[src/design/jtls_pkg.sv]
// ----------------------------------------------------------------------------
// jtls_pkg
// Shared constants, codes and types of the JSON top-level splitter.
// ----------------------------------------------------------------------------
package jtls_pkg;

	localparam int NEST_DEPTH_DEF = 32;
	localparam int MAX_PIECE_DEF  = 1024;

	localparam logic [7:0] SEP_RESET = 8'd44;

	localparam logic [7:0] CH_LBRACE   = 8'h7B;
	localparam logic [7:0] CH_LBRACKET = 8'h5B;
	localparam logic [7:0] CH_RBRACE   = 8'h7D;
	localparam logic [7:0] CH_RBRACKET = 8'h5D;
	localparam logic [7:0] CH_DQUOTE   = 8'h22;
	localparam logic [7:0] CH_BSLASH   = 8'h5C;

	localparam logic [1:0] ERR_NONE     = 2'd0;
	localparam logic [1:0] ERR_TOO_LONG = 2'd1;
	localparam logic [1:0] ERR_MISMATCH = 2'd2;
	localparam logic [1:0] ERR_TOO_DEEP = 2'd3;

	// One result item.
	typedef struct packed {
		logic [7:0] piece_byte;
		logic       byte_present;
		logic       piece_done;
		logic [1:0] error_code;
		logic       last_of_run;
	} result_t;

	// Shift control for the bracket stack; kind is 1 for a square bracket.
	typedef struct packed {
		logic push;
		logic pop;
		logic kind;
	} stack_ctl_t;

endpackage

[src/design/json_top_level_splitter.sv]
// ----------------------------------------------------------------------------
// json_top_level_splitter
// Splits a JSON text into its top-level pieces at a configurable separator.
// ----------------------------------------------------------------------------
// Input channel (in_valid/in_ready): one text byte per item, end_of_text on
// the final byte. Output channel (out_valid/out_ready): one result item per
// scanned byte, carrying a piece byte, a piece end, or an error code, with
// last_of_run on the final result caused by an input item.
// Each kept byte is held back by one input item, so it is scanned and its result
// queued when the next byte (or the end of text) is accepted. An input item
// normally yields one result and is taken every cycle while in_ready is high;
// the final byte of a text that was not outer-stripped, after a held byte,
// yields two; input waits, as the single scanner handles one byte per cycle.
// The bracket stack is a row of one-bit cells that shift on push and pop.
// A two-entry output queue lets input continue while a result waits; when
// the receiver stalls and the queue is full, in_ready drops.
// The separator register is written through sep_we/sep_wdata.
// Reset sets the separator to a comma and starts a new text.
// ----------------------------------------------------------------------------
module json_top_level_splitter #(
	parameter int NEST_DEPTH = jtls_pkg::NEST_DEPTH_DEF,
	parameter int MAX_PIECE  = jtls_pkg::MAX_PIECE_DEF
) (
	input  logic       clk,
	input  logic       arst_n,
	input  logic       sep_we,
	input  logic [7:0] sep_wdata,
	input  logic       in_valid,
	output logic       in_ready,
	input  logic [7:0] text_byte,
	input  logic       end_of_text,
	output logic       out_valid,
	input  logic       out_ready,
	output logic [7:0] piece_byte,
	output logic       byte_present,
	output logic       piece_done,
	output logic [1:0] error_code,
	output logic       last_of_run
);

	localparam int LVL_W = $clog2(NEST_DEPTH + 1);
	localparam int LEN_W = $clog2(MAX_PIECE + 1);

	logic [7:0]       sep_q;
	logic [7:0]       held_byte_q;
	logic             held_valid_q;
	logic [7:0]       prev_byte_q;
	logic             at_start_q;
	logic             outer_q;
	logic             inq_q;
	logic [LVL_W-1:0] level_q;
	logic [LEN_W-1:0] len_q;
	logic             err_hold_q;
	logic             pend_q;
	logic [7:0]       pend_byte_q;

	logic             in_acc;
	logic             strip_open;
	logic             outer_n;
	logic             keep;
	logic             need_b;
	logic             go_pend;
	logic             pend_fire;
	logic             restart;
	logic [7:0]       op_byte;
	logic             op_last;
	logic             op_go;
	logic             q_space;

	jtls_pkg::result_t    proc_res;
	jtls_pkg::result_t    q_din;
	jtls_pkg::result_t    q_dout;
	logic                 proc_err;
	logic                 inq_n;
	logic [LVL_W-1:0]     level_n;
	logic [LEN_W-1:0]     len_n;
	jtls_pkg::stack_ctl_t ctl_raw;
	jtls_pkg::stack_ctl_t ctl;
	logic [NEST_DEPTH-1:0] kinds;

	assign in_ready = !pend_q && q_space;
	assign in_acc   = in_valid && in_ready;

	always_comb begin
		strip_open = at_start_q && (text_byte == jtls_pkg::CH_LBRACE ||
			text_byte == jtls_pkg::CH_LBRACKET);
		outer_n    = outer_q || strip_open;
		keep       = !strip_open && !(end_of_text && outer_n);
		need_b     = keep && end_of_text;

		// A pending final byte goes first, then the held byte, then the new one.
		if (pend_q) begin
			op_byte = pend_byte_q;
			op_last = 1'b1;
			op_go   = q_space;
		end else if (held_valid_q) begin
			op_byte = held_byte_q;
			op_last = end_of_text && !keep;
			op_go   = in_acc && !err_hold_q;
		end else begin
			op_byte = text_byte;
			op_last = 1'b1;
			op_go   = in_acc && !err_hold_q && need_b;
		end

		go_pend   = in_acc && !err_hold_q && held_valid_q && need_b && !proc_err;
		pend_fire = pend_q && q_space;
		restart   = pend_fire || (in_acc && end_of_text && !go_pend);

		q_din             = proc_res;
		q_din.last_of_run = pend_q || !go_pend;

		ctl      = ctl_raw;
		ctl.push = op_go && ctl_raw.push;
		ctl.pop  = op_go && ctl_raw.pop;
	end

	jtls_proc #(
		.NEST_DEPTH(NEST_DEPTH),
		.MAX_PIECE (MAX_PIECE)
	) u_proc (
		.op_byte    (op_byte),
		.op_last    (op_last),
		.separator  (sep_q),
		.prev_byte  (prev_byte_q),
		.in_quotes  (inq_q),
		.level      (level_q),
		.length     (len_q),
		.top_kind   (kinds[0]),
		.res        (proc_res),
		.err        (proc_err),
		.in_quotes_n(inq_n),
		.level_n    (level_n),
		.length_n   (len_n),
		.stack_ctl  (ctl_raw)
	);

	for (genvar i = 0; i < NEST_DEPTH; i++) begin : g_stack
		logic above;
		logic below;
		if (i == 0) begin : g_first
			assign above = ctl.kind;
		end else begin : g_mid
			assign above = kinds[i-1];
		end
		if (i == NEST_DEPTH - 1) begin : g_last
			assign below = 1'b0;
		end else begin : g_inner
			assign below = kinds[i+1];
		end
		jtls_stack_cell u_cell (
			.clk       (clk),
			.ctl       (ctl),
			.from_above(above),
			.from_below(below),
			.kind_q    (kinds[i])
		);
	end

	jtls_out_q u_out_q (
		.clk      (clk),
		.arst_n   (arst_n),
		.push     (op_go),
		.din      (q_din),
		.out_ready(out_ready),
		.out_valid(out_valid),
		.dout     (q_dout),
		.space    (q_space)
	);

	assign piece_byte   = q_dout.piece_byte;
	assign byte_present = q_dout.byte_present;
	assign piece_done   = q_dout.piece_done;
	assign error_code   = q_dout.error_code;
	assign last_of_run  = q_dout.last_of_run;

	always_ff @(posedge clk or negedge arst_n) begin
		if (!arst_n) begin
			sep_q        <= jtls_pkg::SEP_RESET;
			held_valid_q <= 1'b0;
			prev_byte_q  <= 8'd0;
			at_start_q   <= 1'b1;
			outer_q      <= 1'b0;
			inq_q        <= 1'b0;
			level_q      <= '0;
			len_q        <= '0;
			err_hold_q   <= 1'b0;
			pend_q       <= 1'b0;
		end else begin
			if (sep_we) begin
				sep_q <= sep_wdata;
			end

			if (op_go) begin
				prev_byte_q <= op_byte;
				inq_q       <= inq_n;
				level_q     <= level_n;
				len_q       <= len_n;
				if (proc_err) begin
					err_hold_q <= 1'b1;
				end
			end

			if (pend_fire) begin
				pend_q <= 1'b0;
			end else if (in_acc && !err_hold_q) begin
				at_start_q   <= 1'b0;
				outer_q      <= outer_n;
				pend_q       <= go_pend;
				held_valid_q <= keep && !end_of_text && !(op_go && proc_err);
			end

			// End of text: everything but the separator starts over.
			if (restart) begin
				held_valid_q <= 1'b0;
				prev_byte_q  <= 8'd0;
				at_start_q   <= 1'b1;
				outer_q      <= 1'b0;
				inq_q        <= 1'b0;
				level_q      <= '0;
				len_q        <= '0;
				err_hold_q   <= 1'b0;
			end
		end
	end

	always_ff @(posedge clk) begin
		if (in_acc && keep) begin
			held_byte_q <= text_byte;
			pend_byte_q <= text_byte;
		end
	end

endmodule

[src/design/jtls_stack_cell.sv]
// ----------------------------------------------------------------------------
// jtls_stack_cell
// One level of the bracket stack. A push takes the neighbor above, a pop the
// neighbor below, so the top of the stack always sits in the first cell.
// ----------------------------------------------------------------------------
module jtls_stack_cell (
	input  logic                 clk,
	input  jtls_pkg::stack_ctl_t ctl,
	input  logic                 from_above,
	input  logic                 from_below,
	output logic                 kind_q
);

	always_ff @(posedge clk) begin
		if (ctl.push) begin
			kind_q <= from_above;
		end else if (ctl.pop) begin
			kind_q <= from_below;
		end
	end

endmodule

[src/design/jtls_proc.sv]
// ----------------------------------------------------------------------------
// jtls_proc
// Scans one kept byte: quote tracking, separator detection, piece length and
// bracket checks. Produces the result item and the next scanner state.
// ----------------------------------------------------------------------------
module jtls_proc #(
	parameter int NEST_DEPTH = jtls_pkg::NEST_DEPTH_DEF,
	parameter int MAX_PIECE  = jtls_pkg::MAX_PIECE_DEF,
	localparam int LVL_W = $clog2(NEST_DEPTH + 1),
	localparam int LEN_W = $clog2(MAX_PIECE + 1)
) (
	input  logic [7:0]           op_byte,
	input  logic                 op_last,
	input  logic [7:0]           separator,
	input  logic [7:0]           prev_byte,
	input  logic                 in_quotes,
	input  logic [LVL_W-1:0]     level,
	input  logic [LEN_W-1:0]     length,
	input  logic                 top_kind,
	output jtls_pkg::result_t    res,
	output logic                 err,
	output logic                 in_quotes_n,
	output logic [LVL_W-1:0]     level_n,
	output logic [LEN_W-1:0]     length_n,
	output jtls_pkg::stack_ctl_t stack_ctl
);

	logic             is_sep;
	logic             counted;
	logic [LEN_W-1:0] len_inc;
	logic             is_open;
	logic             is_close;
	logic             is_square;
	logic [1:0]       code;

	always_comb begin
		in_quotes_n = in_quotes ^ (op_byte == jtls_pkg::CH_DQUOTE &&
			prev_byte != jtls_pkg::CH_BSLASH);
		is_sep  = !op_last && op_byte == separator && !in_quotes_n &&
			level == '0;
		counted = !is_sep && !op_last;
		len_inc = length + LEN_W'(1);
		is_open   = op_byte == jtls_pkg::CH_LBRACE || op_byte == jtls_pkg::CH_LBRACKET;
		is_close  = op_byte == jtls_pkg::CH_RBRACE || op_byte == jtls_pkg::CH_RBRACKET;
		is_square = op_byte == jtls_pkg::CH_LBRACKET || op_byte == jtls_pkg::CH_RBRACKET;

		code      = jtls_pkg::ERR_NONE;
		level_n   = level;
		stack_ctl = '{push: 1'b0, pop: 1'b0, kind: is_square};

		// Length is checked before brackets, and brackets only outside quotes.
		if (counted && len_inc >= LEN_W'(MAX_PIECE)) begin
			code = jtls_pkg::ERR_TOO_LONG;
		end else if (!in_quotes_n && is_open) begin
			if (level >= LVL_W'(NEST_DEPTH)) begin
				code = jtls_pkg::ERR_TOO_DEEP;
			end else begin
				stack_ctl.push = 1'b1;
				level_n        = level + LVL_W'(1);
			end
		end else if (!in_quotes_n && is_close) begin
			if (level == '0) begin
				code = jtls_pkg::ERR_MISMATCH;
			end else begin
				stack_ctl.pop = 1'b1;
				level_n       = level - LVL_W'(1);
				if (top_kind != is_square) begin
					code = jtls_pkg::ERR_MISMATCH;
				end
			end
		end

		err = code != jtls_pkg::ERR_NONE;

		if (err) begin
			res = '{piece_byte: 8'd0, byte_present: 1'b0, piece_done: 1'b1,
				error_code: code, last_of_run: 1'b0};
		end else begin
			res = '{piece_byte: is_sep ? 8'd0 : op_byte, byte_present: !is_sep,
				piece_done: is_sep || op_last, error_code: jtls_pkg::ERR_NONE,
				last_of_run: 1'b0};
		end

		if (is_sep || op_last) begin
			length_n = '0;
		end else if (counted) begin
			length_n = len_inc;
		end else begin
			length_n = length;
		end
	end

endmodule

[src/design/jtls_out_q.sv]
// ----------------------------------------------------------------------------
// jtls_out_q
// Two-entry result queue that decouples the scanner from the receiver.
// ----------------------------------------------------------------------------
module jtls_out_q (
	input  logic              clk,
	input  logic              arst_n,
	input  logic              push,
	input  jtls_pkg::result_t din,
	input  logic              out_ready,
	output logic              out_valid,
	output jtls_pkg::result_t dout,
	output logic              space
);

	jtls_pkg::result_t e0_q;
	jtls_pkg::result_t e1_q;
	logic [1:0]        cnt_q;
	logic              pop;

	assign out_valid = cnt_q != 2'd0;
	assign dout      = e0_q;
	assign pop       = out_valid && out_ready;
	assign space     = cnt_q != 2'd2 || out_ready;

	always_ff @(posedge clk or negedge arst_n) begin
		if (!arst_n) begin
			cnt_q <= 2'd0;
		end else begin
			cnt_q <= cnt_q + {1'b0, push} - {1'b0, pop};
		end
	end

	always_ff @(posedge clk) begin
		if (pop) begin
			e0_q <= e1_q;
		end
		if (push) begin
			if (cnt_q == 2'd0 || (cnt_q == 2'd1 && pop)) begin
				e0_q <= din;
			end else if (cnt_q == 2'd1 || pop) begin
				e1_q <= din;
			end
		end
	end

endmodule
[config.mk]
export PLATFORM = sky130hd
export DESIGN_NAME = json_top_level_splitter
export DESIGN_NICKNAME = d
export VERILOG_FILES = /design/src/design/jtls_pkg.sv /design/src/design/json_top_level_splitter.sv /design/src/design/jtls_stack_cell.sv /design/src/design/jtls_proc.sv /design/src/design/jtls_out_q.sv
export SDC_FILE = /design/constraint.sdc
export NUM_CORES = 1
export LEC_CHECK = 0
export BUFFER_PORTS_ARGS = -buffer_cell sky130_fd_sc_hd__buf_2
export CORE_UTILIZATION = 60
export DETAILED_ROUTE_END_ITERATION = 8
export PLACE_DENSITY_LB_ADDON = 0.12
export SKIP_CTS_REPAIR_TIMING = 1
export SYNTH_ARGS = -nofsm -noshare
export SYNTH_HDL_FRONTEND = slang
export SYNTH_SLANG_ARGS = --single-unit
[constraint.sdc]
create_clock -name clk -period 9.7 [get_ports clk]
set_input_delay 1.94 -clock clk [delete_from_list [all_inputs] [get_ports clk]]
set_output_delay 1.94 -clock clk [all_outputs]
set_load 0.02 [all_outputs]
=== Yosys cells after proc, flatten, opt, wreduce, memory -nomap -nowiden ===
Index checks and enable logic that the tools add are counted.

* Flip-flop bits (word level): 107
* Input port bits: 22
* Output and inout bits: 15
* Word-level logic and storage cells: 265

* $add $sub $neg: 5
* $lt $le $gt $ge: 2
* Equality and inequality tests: 16
* Multiplexer cells: 116
* Bitwise operators: 2
* Reduce and logical (&&, ||, !) cells: 70

{| class="wikitable"
|+ Operator list
! operator !! number
|-
| $mux W1 || 89
|-
| $mux W13 || 4
|-
| $eq A8 B7 Y1 const B || 6
|-
| $mux W11 || 4
|-
| $mux W6 || 7
|-
| $mux W8 || 5
|-
| $logic_and A1 B1 Y1 || 31
|-
| $mux W2 || 7
|-
| $reduce_bool A2 Y1 || 7
|-
| $logic_not A1 Y1 || 12
|-
| $add A11 B1 Y11 const B || 1
|-
| $ge A11 B11 Y1 const B || 1
|-
| $logic_or A1 B1 Y1 || 11
|-
| $eq A8 B6 Y1 const B || 1
|-
| $eq A8 B8 Y1 || 1
|-
| $ne A8 B7 Y1 const B || 1
|-
| $add A6 B1 Y6 const B || 1
|-
| $ge A6 B6 Y1 const B || 1
|-
| $logic_not A6 Y1 || 1
|-
| $ne A3 B3 Y1 const B || 2
|-
| $reduce_and A2 Y1 || 3
|-
| $reduce_bool A3 Y1 || 2
|-
| $sub A6 B1 Y6 const B || 1
|-
| $reduce_and A5 Y1 || 1
|-
| 10 further kinds || 11
|}

=== Longest topological paths before layout ===
Gate-level depths: netlist of the first run.

* Word-level depth: 27
* Gate-level depth with buffers: 16
* Mapped depth without buffers: 14

=== Hierarchy ===
A second synthesis of the first run with hierarchy kept.

* Cell total of the unflattened synthesis: 516
* Area, all modules: 6055.8 um^2

{| class="wikitable"
|+ Modules (own cells, without submodules)
! module !! instances !! cells an instance !! area an instance (um^2) !! sequential area each (um^2)
|-
| json_top_level_splitter || 1 || 197 || 2214.6 || 1221.2
|-
| jtls_stack_cell || 32 || 3 || 51.3 || 30.0
|-
| jtls_out_q || 1 || 70 || 1179.9 || 700.7
|-
| jtls_proc || 1 || 153 || 1019.7 || 0.0
|}

=== Worst setup path after synthesis of the first run ===
No wires, ideal clock.

* Path type: input -> register
* Start: in text_byte[3]
* End: reg g_stack[0].u_cell.kind_q, enable pin
* Library setup time: 468 ps
* Arrival: 5875 ps
* Required time: 9232 ps
* Slack: 3357 ps
* Stages: 7
* Buffers on the path: 0
* Path through: or3b_1 o211ai_1 nand4_1 or4_4 nor4_4 nor2_1 nor3b_1

* Longest elaborated chain between the ends: 21
* Elaborated cells between the ends (all ways): 46
* Those cells by class: eq/ne: 8; mux: 10; bitwise: 1; reduce/logical: 27

{| class="wikitable"
|+ RTL lines
! element !! line !! RTL
|-
| start, declared || json_top_level_splitter.sv:30 || <nowiki>input logic [7:0] text_byte,</nowiki>
|-
| $eq A8 B7 Y1, on equally long branches || json_top_level_splitter.sv:85, json_top_level_splitter.sv:86 ||
|-
| $logic_or A1 B1 Y1 || json_top_level_splitter.sv:85 || <nowiki>strip_open = at_start_q && (text_byte == jtls_pkg::CH_LBRACE ||</nowiki>
|-
| $logic_and A1 B1 Y1 || json_top_level_splitter.sv:85 ||
|-
| $logic_or A1 B1 Y1 || json_top_level_splitter.sv:87 || <nowiki>outer_n = outer_q || strip_open;</nowiki>
|-
| $logic_and A1 B1 Y1 || json_top_level_splitter.sv:88 || <nowiki>keep = !strip_open && !(end_of_text && outer_n);</nowiki>
|-
| $logic_not A1 Y1 || json_top_level_splitter.sv:88 ||
|-
| $logic_and A1 B1 Y1 || json_top_level_splitter.sv:88 ||
|-
| $logic_not A1 Y1 || json_top_level_splitter.sv:98 || <nowiki>op_last = end_of_text && !keep;</nowiki>
|-
| [... 3 more ...] || - ||
|-
| $logic_not A1 Y1 || jtls_proc.sv:39, jtls_proc.sv:41 ||
|-
| $logic_and A1 B1 Y1 (3 in a row) || jtls_proc.sv:39 || <nowiki>is_sep = !op_last && op_byte == separator && !in_quotes_n &&</nowiki>
|-
| $logic_not A1 Y1 || jtls_proc.sv:41 || <nowiki>counted = !is_sep && !op_last;</nowiki>
|-
| $logic_and A1 B1 Y1 || jtls_proc.sv:41 ||
|-
| $logic_and A1 B1 Y1 || jtls_proc.sv:52 || <nowiki>if (counted && len_inc >= LEN_W'(MAX_PIECE)) begin</nowiki>
|-
| $mux W2 || jtls_proc.sv:52 ||
|-
| $logic_and A1 B1 Y1, on equally long branches || json_top_level_splitter.sv:115, json_top_level_splitter.sv:114 ||
|-
| $reduce_bool A2 Y1 (no line) * || - ||
|-
| end signal, assigned || jtls_stack_cell.sv:16 || <nowiki>kind_q <= from_above;</nowiki>
|-
| end signal, assigned || jtls_stack_cell.sv:18 || <nowiki>kind_q <= from_below;</nowiki>
|-
| end, declared || jtls_stack_cell.sv:11 || <nowiki>output logic kind_q</nowiki>
|}

Every way passes the cells marked *; elsewhere a longest branch is shown, timed or not.
A chain may end at the register's enable or synchronous reset.

=== Worst setup path in the final report of the first run ===
* Start: in text_byte[3]
* End: reg g_stack[11].u_cell.kind_q, data pin

* Longest elaborated chain between the ends: 21
* Elaborated cells between the ends (all ways): 39
* Those cells by class: eq/ne: 6; mux: 9; bitwise: 1; reduce/logical: 23

{| class="wikitable"
|+ RTL lines
! element !! line !! RTL
|-
| $eq A8 B7 Y1, on equally long branches || json_top_level_splitter.sv:85, json_top_level_splitter.sv:86 ||
|-
| $logic_or A1 B1 Y1 || json_top_level_splitter.sv:85 ||
|-
| $logic_and A1 B1 Y1 || json_top_level_splitter.sv:85 ||
|-
| $logic_or A1 B1 Y1 || json_top_level_splitter.sv:87 ||
|-
| $logic_and A1 B1 Y1 || json_top_level_splitter.sv:88 ||
|-
| $logic_not A1 Y1 || json_top_level_splitter.sv:88 ||
|-
| $logic_and A1 B1 Y1 || json_top_level_splitter.sv:88 ||
|-
| $logic_not A1 Y1 || json_top_level_splitter.sv:98 ||
|-
| [... 3 more ...] || - ||
|-
| $logic_not A1 Y1 || jtls_proc.sv:39, jtls_proc.sv:41 ||
|-
| $logic_and A1 B1 Y1 (3 in a row) || jtls_proc.sv:39 ||
|-
| $logic_not A1 Y1 || jtls_proc.sv:41 ||
|-
| $logic_and A1 B1 Y1 || jtls_proc.sv:41 ||
|-
| $logic_and A1 B1 Y1 || jtls_proc.sv:52 ||
|-
| $mux W2 || jtls_proc.sv:52 ||
|-
| $logic_and A1 B1 Y1 * || json_top_level_splitter.sv:114 || <nowiki>ctl.push = op_go && ctl_raw.push;</nowiki>
|-
| $mux W1 * || jtls_stack_cell.sv:15 || <nowiki>if (ctl.push) begin</nowiki>
|-
| end signal, assigned || jtls_stack_cell.sv:16 ||
|-
| end signal, assigned || jtls_stack_cell.sv:18 ||
|-
| end, declared || jtls_stack_cell.sv:11 ||
|}

Marks and branches as above.

==> results of run 1 <==
## layout by cell type (no fill, tap or decap), types with 9 or more instances in the layout
master	instances
a211oi_1	11
a21o_1	12
a21oi_1	12
buf_2	36
clkbuf_8	9
dfrtp_1	37
dfxtp_1	13
edfxtp_1	53
inv_1	16
mux2_4	30
mux2i_1	19
nand2_1	19
nand3_1	11
nor2_1	58
o21ai_0	13
xnor2_1	14
xor2_1	15
## registers in the layout (all words and copies together) (netlist names)
register / flops
at_start_q: 1
pend_byte_q: 8
level_q: 6
len_q: 11
u_out_q.dout: 13
err_hold_q: 1
u_out_q.e1_q: 13
held_valid_q: 1
g_stack.u_cell.kind_q: 32
inq_q: 1
outer_q: 1
prev_byte_q: 8
u_out_q.cnt_q: 2
pend_q: 1
sep_q: 8
## critical path, cell delays in order
cell and delay (ps):
buf_2 110, or3b_1 410, o211ai_1 110, nand4_1 110, or4_4 580, nor4_4 280, nand2b_2 280, nand4_4 620
mux2_4 540
## area by class of cell
cell class	instances	area, um2	share of cell area
Tap cell	108	135	0.0230
Clock inverter	5	45.0	0.00766
Sequential cell	107	2880	0.490
Multi-Input combinational cell	315	2390	0.406
Inverter	16	60.1	0.0102
Clock buffer	11	153	0.0259
Timing Repair Buffer	41	218	0.0370
## final timing paths
| path | to | slack, ps | start |
|---|---|---|---|
| worst max-delay path | g_stack[11].u_cell.kind_q | 4830 | text_byte[3] |
| worst min-delay path | sep_q[3] | 520 | sep_q[3] |
| worst max register to register | g_stack[11].u_cell.kind_q | 5480 | pend_q |
| worst min register to register | sep_q[3] | 520 | sep_q[3] |
| max in group asynchronous | level_q[0] | 7410 | arst_n |
| min in group asynchronous | len_q[9] | 1710 | arst_n |
## cells by family (layout without fill, tap and decap cells)
group	count (synthesis)	after routing	share of synthesized area
flops	107	107	0.531
simple gates	151	151	0.148
buf+inv	35	73	0.0307
fa+ha+maj	8	8	0.0198
compound gates	68	68	0.0839
xor+xnor	29	29	0.0468
mux	59	59	0.140
## Yosys cell counts (9+ instances only)
cell      instances
dfrtp_1          37
dfxtp_1          13
mux2_4           30
inv_1            16
a21oi_1          12
xor2_1           15
a211oi_1         11
nor3_1            9
a21o_1           12
nor2_1           58
xnor2_1          14
nand2_1          19
mux2i_1          19
nand3_1          11
o21ai_0          13
clkbuf_1          9
edfxtp_1         53
## power breakdown
group | switching, W | internal, W | total (W)
sequential | 0.0000546 | 0.000565 | 0.000620
clock | 0.000158 | 0.000112 | 0.000270
combinational | 0.000262 | 0.000163 | 0.000425
## metrics by stage
stage                     worst slack (ps)  power (W)   util
after floorplan                       3360   0.000937      -
after global placement                4490    0.00104  0.652
after global routing                  4500    0.00139  0.675
final                                 4830    0.00131  0.675
after CTS                             4830    0.00132  0.675
after detailed placement              4460    0.00105  0.652
## per-layer routing
metal	vias up	track usage
li1	1727	-
met1	1693	0.338
met2	75	0.365
met3	12	0.0540
met4	0	0.0689
met5	-	0
==> run metrics, run 1 <==
fillers=671; hold depth=2; Post-synth EDFFs=53; H-tree depth=3; Area Growth Syn to Fin=8.37%; status=complete, no violations; count of state elements after synthesis=107; design area=around 6000 um2; WHS=slightly above 500 ps; final WL=around 10000 um; synthesized area=between 5000 and 6000 um2; DRC=0; # rows=34; DRT met1 WL=5010 um; n_diodes=0; CTS Buf Count=9; Avg Inst Size Synth=roughly 12 um2; cells on worst reg2reg path=8; CP arrival=roughly 5000 ps; Worst-Margin Slew=956 ps; Worst EP required=between 9000 and 10000 ps; largest net degree at the start of global routing=between 40 and 50; post-synthesis sequential area ratio=0.531; max cap viols=0; synth top area cells=edfxtp_1 29%, dfrtp_1 17%, mux2_4 8.3%; Placed Instance Area=about 5700 um2; leading area contributor after synthesis=edfxtp_1; Tmin final=just under 5000 ps; Clk Latency, worst-skew pair=370 ps; Syn Inst Count=approximately 460; Max VDD drop=just under 0.1 mV; fin crit share=0.502; RSZ-0062 raised after global routing=false; Leakage Power=between 2 and 3 nW; Hold Violations, Final=0; vias in the first global route=between 3000 and 4000; Routed wire per std cell=17.2 um; CTS Root Cell=clkbuf_8; Non-Filler Instances=approximately 600; RePlAce Congestion=0.886; Initial Utilization=0.623; Sink Count=between 100 and 150; met2 wire length=4790 um; first-pass GRT wire length=17500 um; crit path launch type=input port; Synth cell types=60; initial drt markers=between 150 and 200; TritonCTS clock tree=done; Core Footprint=between 8000 and 9000 um2; Clock Skew=about 9.9 ps; DR vias/cell=between 5 and 6; GRT Overall Usage=0.237; vias=3507; DIE HEIGHT=around 100 um; total gr overflow=0; clock-pin slew on the worst setup and hold paths=about 100 ps; met3 wire len=between 400 and 500 um; IO buf count=36; YS warnings=0; IO Pins=37; Post-Syn Nets=between 400 and 500; die area=around 9400 um2; ys flop type=edfxtp_1; share of layout cells above drive strength 1=0.218; Layout Nets=520; Slew Viols, Final=0; remaining antenna violation count=0; Crit. End Element=flip-flop; Highest Signal Layer=met4; Setup TNS=0 ps; Slew HR=0.362; Die X-Extent=97.1 um; ys async rst share=0.383; cell count after placement=587; initial antenna violation count=0; HPWL Detailed=7380 um; Max Fclk=roughly 200 MHz; power density over the cells=roughly 220 nW/um2; HP Class=flip-flop to flip-flop; Crit Path Max Fanout=31; Detailed Routing Iterations Pass 1=4; # setup viols final=0; share of the synthesized area in the top cell type=0.293; CTS max path bufs=2; CP Class=input port to flip-flop
(Power assumes the default switching activity.)
==> run 2: changes to the inputs <==
==> constraint.sdc (replaced) <==
create_clock -name clk -period 4.5 [get_ports clk]
set_input_delay 0.9 -clock clk [delete_from_list [all_inputs] [get_ports clk]]
set_output_delay 0.9 -clock clk [all_outputs]
set_load 0.02 [all_outputs]
==> run 2 against run 1 <==
Effect of this change:
- global-route usage rose by 0.15 points
- non-clock buffer count increased by 5
- total power increased by 110%
- utilization grew 0.26 points
- hold slack gained 8.1 ps
- combinational power grew 120%
- setup slack got worse by 4200 ps
- critical path depth rose by 5
- design area is 0.38% higher
- die area stayed put
- sequential share of layout area is 0.19 points lower
- critical endpoint is now level_q[5]
- largest cell class unchanged
- largest power group unchanged
==> run metrics, run 2 (synthesized netlist as in run 1, its figures left out) <==
design area=5910 um2; DIE HEIGHT=about 97 um; Routed wire per std cell=~17 um; most common cell after layout, fill and taps aside=nor2_1; RSZ-0062 raised after global routing=false; Tmin final=3910 ps; TritonCTS clock tree=done; worst setup margin=between 500 and 600 ps; Max VDD drop=between 0.2 and 0.25 mV; Largest Register=g_stack.u_cell.kind_q; Detailed Routing Iterations Pass 1=4; Psw=roughly 0.0010 W; Sequential Power Share=0.475; Sw Ratio=0.361; CTS max path bufs=2; IO buf count=36; DRT met1 WL=approximately 5200 um; Clock Skew=7.81 ps; H-tree depth=3; final WL=about 11000 um; reg-to-reg slack, setup=about 590 ps; # setup viols final=0; largest net degree at the start of global routing=42; met3 wire len=343 um; hold depth=2; power density over the cells=between 400 and 500 nW/um2; Area Growth Syn to Fin=8.78%; Reg-to-Reg End=level_q[5]; initial drt markers=approximately 150; clock network power share=0.195; CTS Buf Count=9; GRT Overall Usage=0.239; max cap viols=0; Comb power frac=0.330; Placed Instance Area=5730 um2; reg2reg start=pend_q; Die X-Extent=97.1 um; HP Class=flip-flop to flip-flop; most frequent cells in the layout=58 x nor2_1, 53 x edfxtp_1, 37 x dfrtp_1; first-pass GRT wire length=17800 um; status=complete, no violations; WHS=524 ps; Worst EP required=between 4000 and 5000 ps; Leakage Power=2.52 nW; Sink Count=around 110; hold_sp=u_out_q.e1_q[0]; max reg flops=32; Crit Path Max Fanout=13; crit path launch=pend_q; DR vias/cell=around 5.8; vias in the first global route=approximately 3600; Initial Utilization=0.623; initial antenna violation count=0; CP Class=flip-flop to flip-flop; met2 wire length=a little under 5000 um; cells on worst reg2reg path=14; clock-pin slew on the worst setup and hold paths=~100 ps; n_diodes=0; Clk Latency, worst-skew pair=360 ps; Slew Viols, Final=0; dpl ws=about 450 ps; remaining antenna violation count=0; vias=3548; Slew HR=0.341; Core Footprint=slightly below 9000 um2; Highest Signal Layer=met4; CTS Root Cell=clkbuf_8; RePlAce Congestion=0.916; Setup TNS=0 ps; total gr overflow=0; Crit. End Element=flip-flop; IO Pins=37; # rows=34; HPWL Detailed=approximately 7400 um; DRC=0; cell-internal power=~0.0018 W; crit path launch type=flip-flop; CP arrival=between 4000 and 5000 ps; Max Fclk=roughly 260 MHz; Layout Nets=525; Worst-Margin Slew=roughly 990 ps; Hold Violations, Final=0; Worst Hold Path EP=u_out_q.dout[0]; die area=roughly 9400 um2; share of layout cells above drive strength 1=0.226; fin crit share=0.868
-- run 2: stage by stage --
stage	utilization	power, W	instances
CTS	0.677	0.00284	608
global placement	0.657	0.00225	592
global route	0.677	0.00298	608
detailed placement	0.657	0.00229	592
finish	0.677	0.00281	608
floorplan	-	0.00202	457
-- run 2: per-layer routing --
metal / vias up / global-route usage
li1: 1737 / -
met1: 1729 / 0.345
met2: 71 / 0.369
met3: 11 / 0.0396
met4: 0 / 0.0769
met5: - / 0
-- run 2: cell type report --
| cell class | count | area (um2) |
|---|---|---|
| multi-input combinational | 315 | 2400 |
| clock inverter | 5 | 35.0 |
| inverter | 16 | 60.1 |
| fill | 662 | 2820 |
| clock buffer | 11 | 141 |
| sequential | 107 | 2880 |
| tap | 108 | 135 |
| timing repair buffer | 46 | 255 |
-- run 2: critical path, cell delays in order (launching register included) --
cell      delay [ps]
dfrtp_1          600
or2_1            550
nand3_1          150
a21oi_1          410
nor2b_1          400
inv_1            190
ha_1             310
a21o_1           180
a21oi_1          230
nor2b_1           70
o21ai_0          150
nand2b_1         100
nand2_1           80
a41oi_1          120
nor4_1           240
-- run 2: worst max path at each step --
stage / endpoint / slack (ps) / cells after the start
4_1_cts: level_q[5] / 590 / 14
6_report: level_q[5] / 590 / 14
2_1_floorplan: g_stack[0].u_cell.kind_q / 320 / 7
3_5_place_dp: level_q[5] / 450 / 15
3_3_place_gp: level_q[5] / 710 / 15
5_1_grt: level_q[5] / 90 / 14
-- run 2: power by group through the flow --
stage / registers, W / clock network (W) / logic, W
5_1_grt: 0.00136 / 0.000591 / 0.00103
2_1_floorplan: 0.00139 / 0 / 0.000625
6_report: 0.00134 / 0.000548 / 0.000928
3_5_place_dp: 0.00136 / 0 / 0.000929
3_3_place_gp: 0.00135 / 0 / 0.000904
4_1_cts: 0.00134 / 0.000565 / 0.000934
